## config.mk

```make
export PLATFORM = sky130hd
export DESIGN_NAME = bdrgba_scan
export DESIGN_NICKNAME = d
export VERILOG_FILES = /design/src/hdl/bdrgba_pkg.sv /design/src/hdl/bdrgba_scan.sv
export SDC_FILE = /design/constraint.sdc
export NUM_CORES = 1
export LEC_CHECK = 0
export BUFFER_PORTS_ARGS = -buffer_cell sky130_fd_sc_hd__buf_2
export CAP_MARGIN = 40
export CORE_MARGIN = 8
export CORE_UTILIZATION = 50
export CTS_CLUSTER_SIZE = 25
export DETAILED_ROUTE_END_ITERATION = 6
export GPL_ROUTABILITY_DRIVEN = 0
export PLACE_DENSITY = 0.72
export SETUP_SLACK_MARGIN = 0.4
export SLEW_MARGIN = 40
export SYNTH_ARGS = -nofsm -noshare
export SYNTH_HDL_FRONTEND = slang
export SYNTH_SLANG_ARGS = --single-unit
export TNS_END_PERCENT = 10
```

## constraint.sdc

```tcl
create_clock -name clk -period 2.84 [get_ports clk]
set_input_delay 0.426 -clock clk [delete_from_list [all_inputs] [get_ports clk]]
set_output_delay 0.426 -clock clk [all_outputs]
set_load 0.01 [all_outputs]
```

## src/hdl/bdrgba_pkg.sv

```systemverilog
`timescale 1ns / 1ps
// ----------------------------------------------------------------------------
// bdrgba_pkg
// shared widths, types and lane arithmetic for the 2x2 rgba box downscaler
// ----------------------------------------------------------------------------
package bdrgba_pkg;

  localparam int PIXEL_W        = 32;
  localparam int LANES          = 4;
  localparam int LANE_W         = 8;
  localparam int SUM_LANE_W     = 9;
  localparam int SUM_W          = LANES * SUM_LANE_W;
  localparam int CFG_W          = 10;
  localparam int MAX_OUT_SIZE   = 512;
  localparam int RESET_OUT_SIZE = 256;

  typedef logic [PIXEL_W-1:0] pixel_t;
  typedef logic [SUM_W-1:0]   lane_sum_t;

  typedef struct packed {
    logic odd_col;
    logic odd_row;
    logic row_end;
    logic frame_end;
  } scan_info_t;

  function automatic lane_sum_t widen(input pixel_t px);
    lane_sum_t r;
    r = '0;
    for (int k = 0; k < LANES; k++) begin
      r[k*SUM_LANE_W +: SUM_LANE_W] = {1'b0, px[k*LANE_W +: LANE_W]};
    end
    return r;
  endfunction

  function automatic pixel_t lane_avg(input lane_sum_t above, input lane_sum_t below);
    pixel_t                r;
    logic [SUM_LANE_W:0]   s;
    r = '0;
    for (int k = 0; k < LANES; k++) begin
      s = {1'b0, above[k*SUM_LANE_W +: SUM_LANE_W]}
        + {1'b0, below[k*SUM_LANE_W +: SUM_LANE_W]};
      r[k*LANE_W +: LANE_W] = s[SUM_LANE_W:2];
    end
    return r;
  endfunction

endpackage

```

## src/hdl/bdrgba_scan.sv

```systemverilog
`timescale 1ns / 1ps
// ----------------------------------------------------------------------------
// bdrgba_scan
// source position counters, size register and horizontal pair sum
// ----------------------------------------------------------------------------
module bdrgba_scan #(
  parameter int MAX_OUT_SIZE = bdrgba_pkg::MAX_OUT_SIZE,
  parameter int IW           = (MAX_OUT_SIZE > 1) ? $clog2(MAX_OUT_SIZE) : 1
) (
  input  logic                        clk,
  input  logic                        rst,
  input  logic                        cfg_write_en,
  input  logic [bdrgba_pkg::CFG_W-1:0] cfg_write_data,
  input  logic                        advance,
  input  bdrgba_pkg::pixel_t          src_pixel,
  output bdrgba_pkg::lane_sum_t       pair,
  output logic [IW-1:0]               idx,
  output bdrgba_pkg::scan_info_t      info
);

  localparam int CW = IW + 1;
  localparam int RESET_EFF = (bdrgba_pkg::RESET_OUT_SIZE > MAX_OUT_SIZE) ?
                             MAX_OUT_SIZE : bdrgba_pkg::RESET_OUT_SIZE;
  localparam logic [IW-1:0] RESET_M1 = IW'(RESET_EFF - 1);
  localparam logic [IW-1:0] MAX_M1   = IW'(MAX_OUT_SIZE - 1);

  logic [IW-1:0]         size_m1;
  logic [IW-1:0]         size_m1_next;
  logic [CW-1:0]         col;
  logic [CW-1:0]         row;
  bdrgba_pkg::lane_sum_t pair_sum;
  bdrgba_pkg::lane_sum_t wide;
  logic                  last_col;
  logic                  last_row;

  always_comb begin
    priority if (cfg_write_data == '0) begin
      size_m1_next = '0;
    end else if (32'(cfg_write_data) > 32'(MAX_OUT_SIZE)) begin
      size_m1_next = MAX_M1;
    end else begin
      size_m1_next = IW'(32'(cfg_write_data) - 32'd1);
    end
  end

  assign wide     = bdrgba_pkg::widen(src_pixel);
  assign pair     = pair_sum + wide;
  assign idx      = col[CW-1:1];
  assign last_col = (col == {size_m1, 1'b1});
  assign last_row = (row == {size_m1, 1'b1});

  assign info.odd_col   = col[0];
  assign info.odd_row   = row[0];
  assign info.row_end   = (idx == size_m1);
  assign info.frame_end = (idx == size_m1) && (row[CW-1:1] == size_m1);

  always_ff @(posedge clk) begin
    if (rst) begin
      size_m1  <= RESET_M1;
      col      <= '0;
      row      <= '0;
      pair_sum <= '0;
    end else if (cfg_write_en) begin
      size_m1  <= size_m1_next;
      col      <= '0;
      row      <= '0;
      pair_sum <= '0;
    end else if (advance) begin
      if (!col[0]) begin
        pair_sum <= wide;
      end
      if (last_col) begin
        col <= '0;
        row <= last_row ? '0 : row + CW'(1);
      end else begin
        col <= col + CW'(1);
      end
    end
  end

endmodule

```

; ---- Word level (Yosys, flattened, before mapping)
; Index checks and enable logic that the tools add are counted.
[totals]
regBits = 61
inputBits = 46
output_inout_bits = 49
elab_cells = 23
[op_classes]
addsub = 4
n_lt_le_gt_ge = 1
n_eq_ne = 4
muxes = 4
bitwise = 1
n_reduce_logical = 5
[ops]
columns = cell, n
row1 = $add 35x35->36, 1
row2 = $add 10x1->10 const B, 2
row3 = $eq 10x10->1, 2
row4 = $mux 10, 2
row5 = $eq 9x9->1, 2
row6 = $mux 9, 2
row7 = $gt 10x10->1 const B, 1
row8 = $logic_not 10->1, 1
row9 = $sub 9x1->9 const B, 1
row10 = $reduce_and 2->1, 2
row11 = $reduce_or 2->1, 1
row12 = $logic_and 1x1->1, 1
row13 = $not 1->1, 1

; ---- Longest topological paths before layout
; Gate-level depths: netlist of the first run.
[logic_depth]
ltp_word = 3
ltp_mapped = 7
depth_no_buf = 7

; ---- Worst setup path before layout of the first run
; Ideal clock, no wire load.
[synth_path]
kind = input -> output
startpoint = input src_pixel[24]
endpoint = output pair[35]
arrival_ns = 1.919
t_required_ns = 2.414
path_slack_ns = 0.495
path_stages = 7
path_cell_list = ha_1 -> fa_1 -> a21o_1 -> a21oi_1 -> o21ai_0 -> a21o_1 -> a21o_1
[synth_between]
elab_chain_len = 1
[synth_lines]
columns = element, line
row1 = start: declaration, bdrgba_scan.sv:15  ; input bdrgba_pkg::pixel_t src_pixel,
row2 = $add 35x35->36, bdrgba_scan.sv:47  ; assign pair = pair_sum + wide;
row3 = end: declaration, bdrgba_scan.sv:16  ; output bdrgba_pkg::lane_sum_t pair,
; No other way between the ends.

; ---- Worst setup path in the final report of the first run
[layout_path]
startpoint = register pair_sum[0]
endpoint = output pair[6]
[layout_between]
elab_chain_len = 1
[layout_lines]
columns = element, line
row1 = start: declaration, bdrgba_scan.sv:31  ; bdrgba_pkg::lane_sum_t pair_sum;
row2 = start signal: assignment, bdrgba_scan.sv:70  ; pair_sum <= wide;
row3 = $add 35x35->36, bdrgba_scan.sv:47
; No other way between the ends.

==> results.txt, run 1 <==
P_sw: 0.6342 mW
Netlist Area Pre-Place: 4015 um^2
Initial antenna violation count: 0
Post-route setup TNS: 0 ns
Logic pwr share: 19.3%
WHS: 0.3266 ns
Worst min path class: primary input to flip-flop
# diodes: 0
Critical path arrival: 2.20 ns
Final net count: 674
Final period utilization: 92.44%
Fin. Hold Viols: 0
Unique masters post-synth: 48
Hold-fix buffers, CTS: 0
Critical Path Stages: 9
CP Class: flip-flop to output pin
Vias post-DR: 3792
FP Rows: 32
Largest net degree at the start of global routing: 33
Main synth FF type: dfxtp_1
Crit path capture: pair[6]
R2R Setup Slk: 0.98 ns
Die area: 11150 um^2
Area grow syn2layout: 21.32%
Worst Path Buf+Inv: 2
Die Y: 105.6 um
First-pass GRT wire length: 17260 um
FF-to-FF End: row[7]$_SDFFE_PP0P_
Final Max Tran Viols: 0
Startpoint Class: flip-flop
Clk root buf: clkbuf_8
Setup ws final: 0.2148 ns
Rel. slew slack: 51.69%
Flop pwr share: 42.9%
CP top delay family: compound AO/OA/AOI/OAI gates
# Max-Cap Violations: 0
Post-synth ARST share: 0%
Switch share: 30.29%
Worst path max stage delay: 0.35 ns
DRC: 0
Routed len/inst: 14.63 um
Tightest Pin Transition: 0.7220 ns
Placeable core region: 7767 um^2
CP Capture Type: output pin
Vias in the first global route: 3832
Input/output buffers: 94
Clock transition at path regs: 0.08 ns
Post-synth EDFFs: 0
Via density: 5.448
Drt initial violations: 125
CTS max path bufs: 2
Clock share of power: 37.8%
Htree depth: 3
Synthesized flop and latch total: 61
Worst path slowest cell: fa_2
CP required: 2.41 ns
RSZ-0062 raised after global routing: yes
TritonCTS clock tree: built
DRT Pass-1 Iters: 4
Worst path cell trace: ha_2, fa_2, a21o_1, a21oi_2, buf_4, o21bai_1, a211oi_2, a21oi_1, buf_2
Worst Setup SP: pair_sum[0]$_SDFFE_PP0P_
Power per cell area: 429.9 nW/um^2
Maximum VDD drop: 0.2398 mV
FMAX: 0.3809 GHz
Antenna Nets Post-Route: 0
Mapped Cells: 493
R2r worst-path depth: 5
Critical R2R Launch: col[5]$_SDFFE_PP0P_
Final setup vio count: 0
Synth warn: 0
Syn Nets: 578
TritonCTS Buffers: 9
Static leakage: 2.254 nW
HPWL Detailed: 7651 um
Die width: 105.6 um
Grt ovf: 0
Clk sinks: 61
Global Route Usage Sum: 18.19%
# fillers: 706
Dpl ws: 0.1609 ns
CP max FO: 3
Seq/Total Area, Yosys: 30.41%
Worst-Skew Late Latency: 0.34 ns
Syn_area_per_cell: 8.144 um^2
Routed wire length: 10180 um
Status: complete, no violations
Internal Power: 1.460 mW
I/O Pins: 95
Skew final: 0.008496 ns
Share of layout cells above drive strength 1: 25.08%
Final min period: 2.625 ns
Starting Density: 51.69%
[worst reg2reg max path, delay by kind of cell (launching register included)]
family | cells | cell delay [ns]
AND/OR/NAND/NOR | 3 | 1.02
flip-flops | 1 | 0.38
AO/OA/AOI/OAI | 1 | 0.21
XOR/XNOR | 1 | 0.19
[synth_stat cells, drive strengths merged, types with 9 or more instances]
master,number,area (um^2)
nand2,82,307.8
o21bai,9,67.56
ha,35,437.9
a21o,18,136.4
xor2,24,210.2
xnor2,28,245.2
a21oi,57,285.3
nand3,9,45.04
clkbuf,13,48.80
nor3,18,95.09
o21ai,9,45.04
inv,13,48.80
nor2,37,138.9
dfxtp,61,1221
[power groups by stage]
stage | combinational [mW] | clock, mW | sequential, mW
final | 0.405 | 0.791 | 0.898
after global routing | 0.451 | 0.842 | 0.902
after CTS | 0.402 | 0.803 | 0.898
after detailed placement | 0.391 | 0 | 0.918
after global placement | 0.382 | 0 | 0.917
after floorplan | 0.252 | 0 | 0.912
[layout by cell type, fill, tap and decap left out, types with 2 or more instances in the layout]
cell        instances
o22ai_1             8
a22o_1              5
buf_4              11
nand3_1             9
nand2b_1            3
a211oi_1            6
and3_2              2
or3_1               2
a21oi_2             3
nand4_1             3
nand2_1            82
xor2_1             24
nor2_1             37
xnor2_1            28
a21oi_1            53
clkinv_4            3
o21ai_0             5
nor4_1              5
o21bai_1            9
fa_2                4
buf_2              94
dfxtp_1            60
a211o_1             2
nor2b_1             3
ha_2                3
clkinvlp_4          2
inv_1              13
clkbuf_8            9
o21a_1              4
o21ai_1             2
and3_1              5
ha_1               32
nor3_1             17
o21ai_2             2
a21o_1             17
o211a_1             4
[kinds of logic (layout without fill, tap and decap cells)]
group | count (synthesis) | in the layout | synth area share [%]
buffers and inverters | 33 | 134 | 3.241
and+or+nand+nor | 178 | 178 | 21.13
xor gates and xnor gates | 52 | 52 | 11.34
AOI/OAI and AO/OA | 129 | 129 | 20.72
adders and majority gates | 40 | 40 | 13.15
DFF | 61 | 61 | 30.41
[worst min path at each step]
stage,start,endpoint,slack [ns],depth (start not counted)
2_1_floorplan,pair_sum[0]$_SDFFE_PP0P_,pair_sum[0]$_SDFFE_PP0P_,0.44,2
3_3_place_gp,pair_sum[27]$_SDFFE_PP0P_,pair_sum[27]$_SDFFE_PP0P_,0.45,2
3_5_place_dp,pair_sum[23]$_SDFFE_PP0P_,pair_sum[23]$_SDFFE_PP0P_,0.45,2
4_1_cts,src_pixel[10],pair_sum[11]$_SDFFE_PP0P_,0.32,3
5_1_grt,src_pixel[30],pair_sum[33]$_SDFFE_PP0P_,0.33,3
6_report,src_pixel[8],pair_sum[9]$_SDFFE_PP0P_,0.33,3
[layout make-up]
type	count	area (um^2)	share of cell area, %
Sequential cell	61	1222	25.10
Clock buffer	9	123.9	2.543
Tap cell	102	127.6	2.620
Clock inverter	7	76.32	1.567
Inverter	13	48.80	1.002
Multi-Input combinational cell	399	2719	55.82
Timing Repair Buffer	105	553.0	11.35
[stage by stage]
stage | power, mW | util, % | instances | instance area, um^2
2_1_floorplan | 1.164 | - | 493 | 4015
6_report | 2.094 | 62.71 | 696 | 4871
3_3_place_gp | 1.299 | 58.76 | 673 | 4564
4_1_cts | 2.104 | 62.45 | 696 | 4851
5_1_grt | 2.195 | 62.71 | 696 | 4871
3_5_place_dp | 1.309 | 58.76 | 673 | 4564
[what timing repair did]
item	in CTS	in global routing
resized for setup	15	5
pin swaps	8	1
setup buffers	7	0
setup endpoints to repair	13	20
[flip-flops by register name, indices dropped and copies added (netlist names)]
signal,cells
size_m1,9
pair_sum,32
row,10
col,10
[per-layer routing]
layer	share of wire, %	vias up	GRT usage, %
li1	-	1925	-
met1	43	1779	20.43
met2	50	76	32.46
met3	5.3	12	4.202
met4	1.5	0	7.236
met5	0	-	0
Power figures use the tool's default switching activity.
==> inputs of run 2 (changes only) <==
==> constraint.sdc (replaced) <==
create_clock -name clk -period 3.04 [get_ports clk]
set_input_delay 0.456 -clock clk [delete_from_list [all_inputs] [get_ports clk]]
set_output_delay 0.456 -clock clk [all_outputs]
set_load 0.01 [all_outputs]
==> run 2 against run 1 <==
Global-route usage down 0.56 points. Combinational power down 6.9%. Largest power group unchanged. Clock skew down 0.0024 ns.
==> results.txt, run 2 (same netlist as run 1, synthesis figures left out) <==
Initial antenna violation count: 0 (unchanged)
Share of layout cells above drive strength 1: 25.50% (+0.42 points)
Die width: 105.6 um (unchanged)
Worst min path class: primary input to flip-flop
CP Capture Type: output pin
DRC: 0 (unchanged)
Final Max Tran Viols: 0 (unchanged)
Worst Path Buf+Inv: 1 (-1)
Drt initial violations: 126 (+0.80%)
TritonCTS clock tree: built
Most frequent cells in the layout: buf_2, nand2_1, dfxtp_1
Status: complete, no violations
Routed wire length: 10040 um (-1.3%)
Area grow syn2layout: 21.97%
Post-route setup TNS: 0 ns (unchanged)
Placeable core region: 7767 um^2 (unchanged)
# fillers: 710 (+0.57%)
Final Non-Filler Cells: 698 (+0.29%)
Clock transition at path regs: 0.08 ns (about the same)
Clk root buf: clkbuf_8
FP Rows: 32 (unchanged)
I/O Pins: 95 (unchanged)
FMAX: 0.3776 GHz
HPWL Detailed: 7509 um (-1.8%)
Worst path max stage delay: 0.38 ns (+0.03 ns)
Final period utilization: 87.12%
Fin. Hold Viols: 0 (unchanged)
CP dominant cell by count: a21o_1
Final Instance Area: 4897 um^2 (+0.54%)
Die area: 11150 um^2 (unchanged)
Htree depth: 3 (unchanged)
CTS max path bufs: 2 (unchanged)
Largest net degree at the start of global routing: 33 (unchanged)
Register Area: 1224 um^2 (+0.10%)
Rel. slew slack: 52.34% (+0.65 points)
Biggest register: pair_sum
Multi-input combinational cell area: 2729 um^2 (+0.37%)
Skew final: 0.006050 ns (-0.002446 ns)
Starting Density: 51.69% (unchanged)
Hold-fix buffers, CTS: 0 (unchanged)
Most common cell after layout, fill and taps aside: buf_2
Final min period: 2.649 ns
# diodes: 0 (unchanged)
CP top delay family: compound AO/OA/AOI/OAI gates
Die Y: 105.6 um (unchanged)
Vias post-DR: 3802 (+0.26%)
Maximum VDD drop: 0.2169 mV (-9.5%)
Tightest Pin Transition: 0.7123 ns (-0.009685 ns)
Worst path cell trace: ha_4, fa_2, a21o_1, a21oi_2, o21ai_2, a21o_1, a21o_1, buf_2
RSZ-0062 raised after global routing: yes
Clk sinks: 61 (unchanged)
Total Power: 1.948 mW (-7.0%)
Critical path arrival: 2.19 ns (about the same)
Placed Area: 4557 um^2 (-0.16%)
Routed len/inst: 14.39 um (-1.6%)
Cells after DPL: 672 (-0.15%)
Grt ovf: 0 (unchanged)
Worst-Skew Late Latency: 0.34 ns (about the same)
Via density: 5.447 (about the same)
Largest register FFs: 32 (unchanged)
CP max FO: 3 (unchanged)
CP required: 2.58 ns (+0.17 ns)
Final setup vio count: 0 (unchanged)
Vias in the first global route: 3668 (-4.3%)
TritonCTS Buffers: 9 (unchanged)
Power per cell area: 397.8 nW/um^2 (-7.5%)
DRT Pass-1 Iters: 4 (unchanged)
Static leakage: 2.263 nW (+0.41%)
Input/output buffers: 94 (unchanged)
Startpoint Class: flip-flop
Top flop regs: pair_sum (32), col (10), row (10)
CP Class: flip-flop to output pin
First-pass GRT wire length: 16780 um (-2.8%)
Antenna Nets Post-Route: 0 (unchanged)
Final net count: 676 (+0.30%)
Global Route Usage Sum: 17.63% (-0.56 points)
Worst path slowest cell: fa_2
# Max-Cap Violations: 0 (unchanged)
## run 2: cell count changes in the layout (fill, tap and decap cells not counted), sizes merged
cell and change:
buf +2
## run 2: metrics by stage
stage	util [%]	setup slack, ns	hold WS (ns)
6_report	63.05	0.3915	0.3584
5_1_grt	63.05	0.3094	0.3594
4_1_cts	61.92	0.3554	0.3466
3_5_place_dp	58.67	0.2818	0.4516
3_3_place_gp	58.67	0.2844	0.4455
2_1_floorplan	-	0.6350	0.4400
## run 2: area by class of cell
type,count,share of cell area (%)
clock inverters,7,1.559
clock buffers,9,2.529
multi-input cells,399,55.72
flip-flops and latches,61,24.99
inverters,13,0.9964
repair buffers,107,11.60
well taps,102,2.606
## run 2: per-layer routing
layer | wire length (um) | up-vias | share of wire [%] | track usage [%]
li1 | - | 1935 | - | -
met1 | 4462 | 1789 | 44 | 19.83
met2 | 5009 | 69 | 50 | 32.01
met3 | 473 | 9 | 4.7 | 4.141
met4 | 99 | 0 | 0.99 | 5.628
met5 | 0 | - | 0 | 0
## run 2: final timing paths
path	from	end	slack, ns	cells after the start
max	pair_sum[18]$_SDFFE_PP0P_	pair[26]	0.39	8
min	src_pixel[23]	pair_sum[25]$_SDFFE_PP0P_	0.36	3
max reg2reg	col[1]$_SDFFE_PP0P_	row[5]$_SDFFE_PP0P_	1.16	5
min reg2reg	pair_sum[23]$_SDFFE_PP0P_	pair_sum[23]$_SDFFE_PP0P_	0.46	2
## run 2: what timing repair did
action | CTS | global route
pin swaps | 4 | 13
resized for setup | 9 | 13
endpoints found under the setup margin | 8 | 8
setup buffers | 4 | 6
## run 2: where the power goes
part	internal, mW	switching, mW
combinational	0.164	0.213
clock	0.381	0.350
sequential	0.820	0.0202
## run 2: worst min-delay path: stages
cell     delay, ns
buf_2         0.11
nand2_1       0.05
a21oi_1       0.05
==> inputs of run 3 (changes only) <==
--- a/config.mk
+++ b/config.mk
@@ -9,7 +9,7 @@
 export CAP_MARGIN = 40
 export CORE_MARGIN = 8
 export CORE_UTILIZATION = 50
-export CTS_CLUSTER_SIZE = 25
+export CTS_CLUSTER_SIZE = 24
 export DETAILED_ROUTE_END_ITERATION = 6
 export GPL_ROUTABILITY_DRIVEN = 0
 export PLACE_DENSITY = 0.72
==> constraint.sdc (replaced) <==
create_clock -name clk -period 2.9 [get_ports clk]
set_input_delay 0.435 -clock clk [delete_from_list [all_inputs] [get_ports clk]]
set_output_delay 0.435 -clock clk [all_outputs]
set_load 0.01 [all_outputs]
==> run 3 against run 2 <==
Clock power grew 18%. Total power increased by 10%. Global-route usage up 0.20 points. Routed wire length increased by 2.0%. Non-clock buffer count shrank 2. Worst setup slack got worse by 0.098 ns. Combinational power rose by 6.1%. Clock-buffer cell count increased by 3. Highest routed layer unchanged.
==> results.txt, run 3 (same netlist as run 1, synthesis figures left out) <==
Final Instance Area: 4933 um^2 (+0.74%)
Power per cell area: 435.0 nW/um^2 (+9.4%)
Grt ovf: 0 (unchanged)
DRT Pass-1 Iters: 4 (unchanged)
Final period utilization: 89.89%
TritonCTS clock tree: built
Routed len/inst: 14.72 um (+2.3%)
RSZ-0062 raised after global routing: yes
CTS max path bufs: 2 (unchanged)
Vias post-DR: 3813 (+0.29%)
CP top delay family: compound AO/OA/AOI/OAI gates
Worst min path class: primary input to flip-flop
FMAX: 0.3836 GHz
Tightest Pin Transition: 0.7216 ns (+0.009355 ns)
# fillers: 691 (-2.7%)
Worst Path Buf+Inv: 1 (unchanged)
Status: complete, no violations
DRC: 0 (unchanged)
CP required: 2.47 ns (-0.11 ns)
HPWL Detailed: 7592 um (+1.1%)
Starting Density: 51.69% (unchanged)
Largest register FFs: 32 (unchanged)
Die Y: 105.6 um (unchanged)
Startpoint Class: flip-flop
Share of layout cells above drive strength 1: 25.93% (+0.42 points)
Global Route Usage Sum: 17.83% (+0.20 points)
Most common cell after layout, fill and taps aside: buf_2
Skew final: 0.007576 ns (+0.001526 ns)
CP Class: flip-flop to output pin
Top flop regs: pair_sum (32), col (10), row (10)
Clk sinks: 61 (unchanged)
Worst path slowest cell: fa_2
Dpl ws: 0.2137 ns (-0.06812 ns)
I/O Pins: 95 (unchanged)
Placeable core region: 7767 um^2 (unchanged)
Worst hold start: src_pixel[10]
Critical path arrival: 2.17 ns (-0.02 ns)
Worst path max stage delay: 0.35 ns (-0.03 ns)
# Max-Cap Violations: 0 (unchanged)
First-pass GRT wire length: 16820 um (+0.25%)
Total Power: 2.146 mW (+10%)
Die area: 11150 um^2 (unchanged)
Antenna Nets Post-Route: 0 (unchanged)
Largest net degree at the start of global routing: 33 (unchanged)
Clock transition at path regs: 0.07 ns (about the same)
Worst Setup SP: pair_sum[9]$_SDFFE_PP0P_
Final min period: 2.607 ns
Biggest register: pair_sum
Maximum VDD drop: 0.2072 mV (-4.5%)
CP max FO: 3 (unchanged)
Hold-fix buffers, CTS: 0 (unchanged)
Placed Area: 4564 um^2 (+0.16%)
Input/output buffers: 94 (unchanged)
Final core occ: 63.51% (+0.47 points)
Vias in the first global route: 3682 (+0.38%)
Static leakage: 2.281 nW (+0.79%)
Post-route setup TNS: 0 ns (unchanged)
Most frequent cells in the layout: buf_2, nand2_1, dfxtp_1
Via density: 5.478 (+0.58%)
Final setup vio count: 0 (unchanged)
Final net count: 674 (-0.30%)
FP Rows: 32 (unchanged)
Rel. slew slack: 51.71% (-0.63 points)
Critical R2R Launch: col[5]$_SDFFE_PP0P_
Worst path cell trace: ha_2, fa_2, a21o_1, a21oi_2, o21bai_1, a211oi_1, a21oi_1, buf_2
Routed wire length: 10240 um (+2.0%)
Worst-Skew Late Latency: 0.33 ns (about the same)
CP Capture Type: output pin
Setup ws final: 0.2932 ns (-0.09822 ns)
# diodes: 0 (unchanged)
Final Max Tran Viols: 0 (unchanged)
Drt initial violations: 124 (-1.6%)
Clk root buf: clkbuf_8
Area grow syn2layout: 22.87%
Fin. Hold Viols: 0 (unchanged)
Initial antenna violation count: 0 (unchanged)
Htree depth: 3 (unchanged)
Die width: 105.6 um (unchanged)
TritonCTS Buffers: 9 (unchanged)
## run 3: cell types whose count changed in the layout (fill, tap and decap cells not counted), sizes merged
| cell | previous run | this run |
|---|---|---|
| buf | 107 | 105 |
| bufinv | 1 | 2 |
| clkbuf | 9 | 12 |
| clkinv | 4 | 2 |
| clkinvlp | 2 | 0 |
## run 3: worst paths after layout
check / slack (ns) / depth (start not counted) / endpoint
setup / recovery: 0.29 / 8 / pair[15]
hold / removal: 0.34 / 3 / pair_sum[11]$_SDFFE_PP0P_
setup reg to reg: 1.03 / 5 / row[2]$_SDFFE_PP0P_
hold reg to reg: 0.46 / 2 / pair_sum[25]$_SDFFE_PP0P_
## run 3: repair_timing
| item | in CTS | in global routing |
|---|---|---|
| setup endpoints to repair | 9 | 18 |
| cloned | 0 | 0 |
| hold endpoints to repair | 0 | 0 |
| pin swaps | 14 | 12 |
| setup buffers | 5 | 2 |
| resized for setup | 18 | 10 |
## run 3: final cells by class
type | count | area (um^2) | share of cell area (%)
Timing Repair Buffer | 105 | 553.0 | 11.21
Multi-Input combinational cell | 399 | 2753 | 55.80
Sequential cell | 61 | 1226 | 24.85
Inverter | 13 | 48.80 | 0.9891
Clock buffer | 12 | 155.1 | 3.145
Tap cell | 102 | 127.6 | 2.587
Clock inverter | 4 | 70.07 | 1.420
## run 3: report_power, final
group	total [mW]	internal, mW	switching, mW	leakage (nW)
Combinational	0.400	0.173	0.226	1.67
Clock	0.865	0.529	0.337	0.116
Sequential	0.881	0.860	0.0207	0.498
## run 3: metal layers
metal | GRT usage [%] | vias up | share of wire (%)
li1 | - | 1925 | -
met1 | 20.11 | 1801 | 43
met2 | 31.83 | 81 | 51
met3 | 4.629 | 6 | 5.2
met4 | 6.030 | 0 | 0.81
met5 | 0 | - | 0
## run 3: worst reg2reg max path: cells and delay by family (launching register included)
| family | cells | cell delay (ns) |
|---|---|---|
| simple gates | 3 | 1.02 |
| flops | 1 | 0.46 |
| compound gates | 1 | 0.21 |
| xor+xnor | 1 | 0.12 |
## run 3: through the flow
stage / hold WS, ns / std cells
finish: 0.3430 / 696
global route: 0.3359 / 696
CTS: 0.3253 / 694
detailed placement: 0.4512 / 673
global placement: 0.4454 / 673
floorplan: 0.4400 / 493
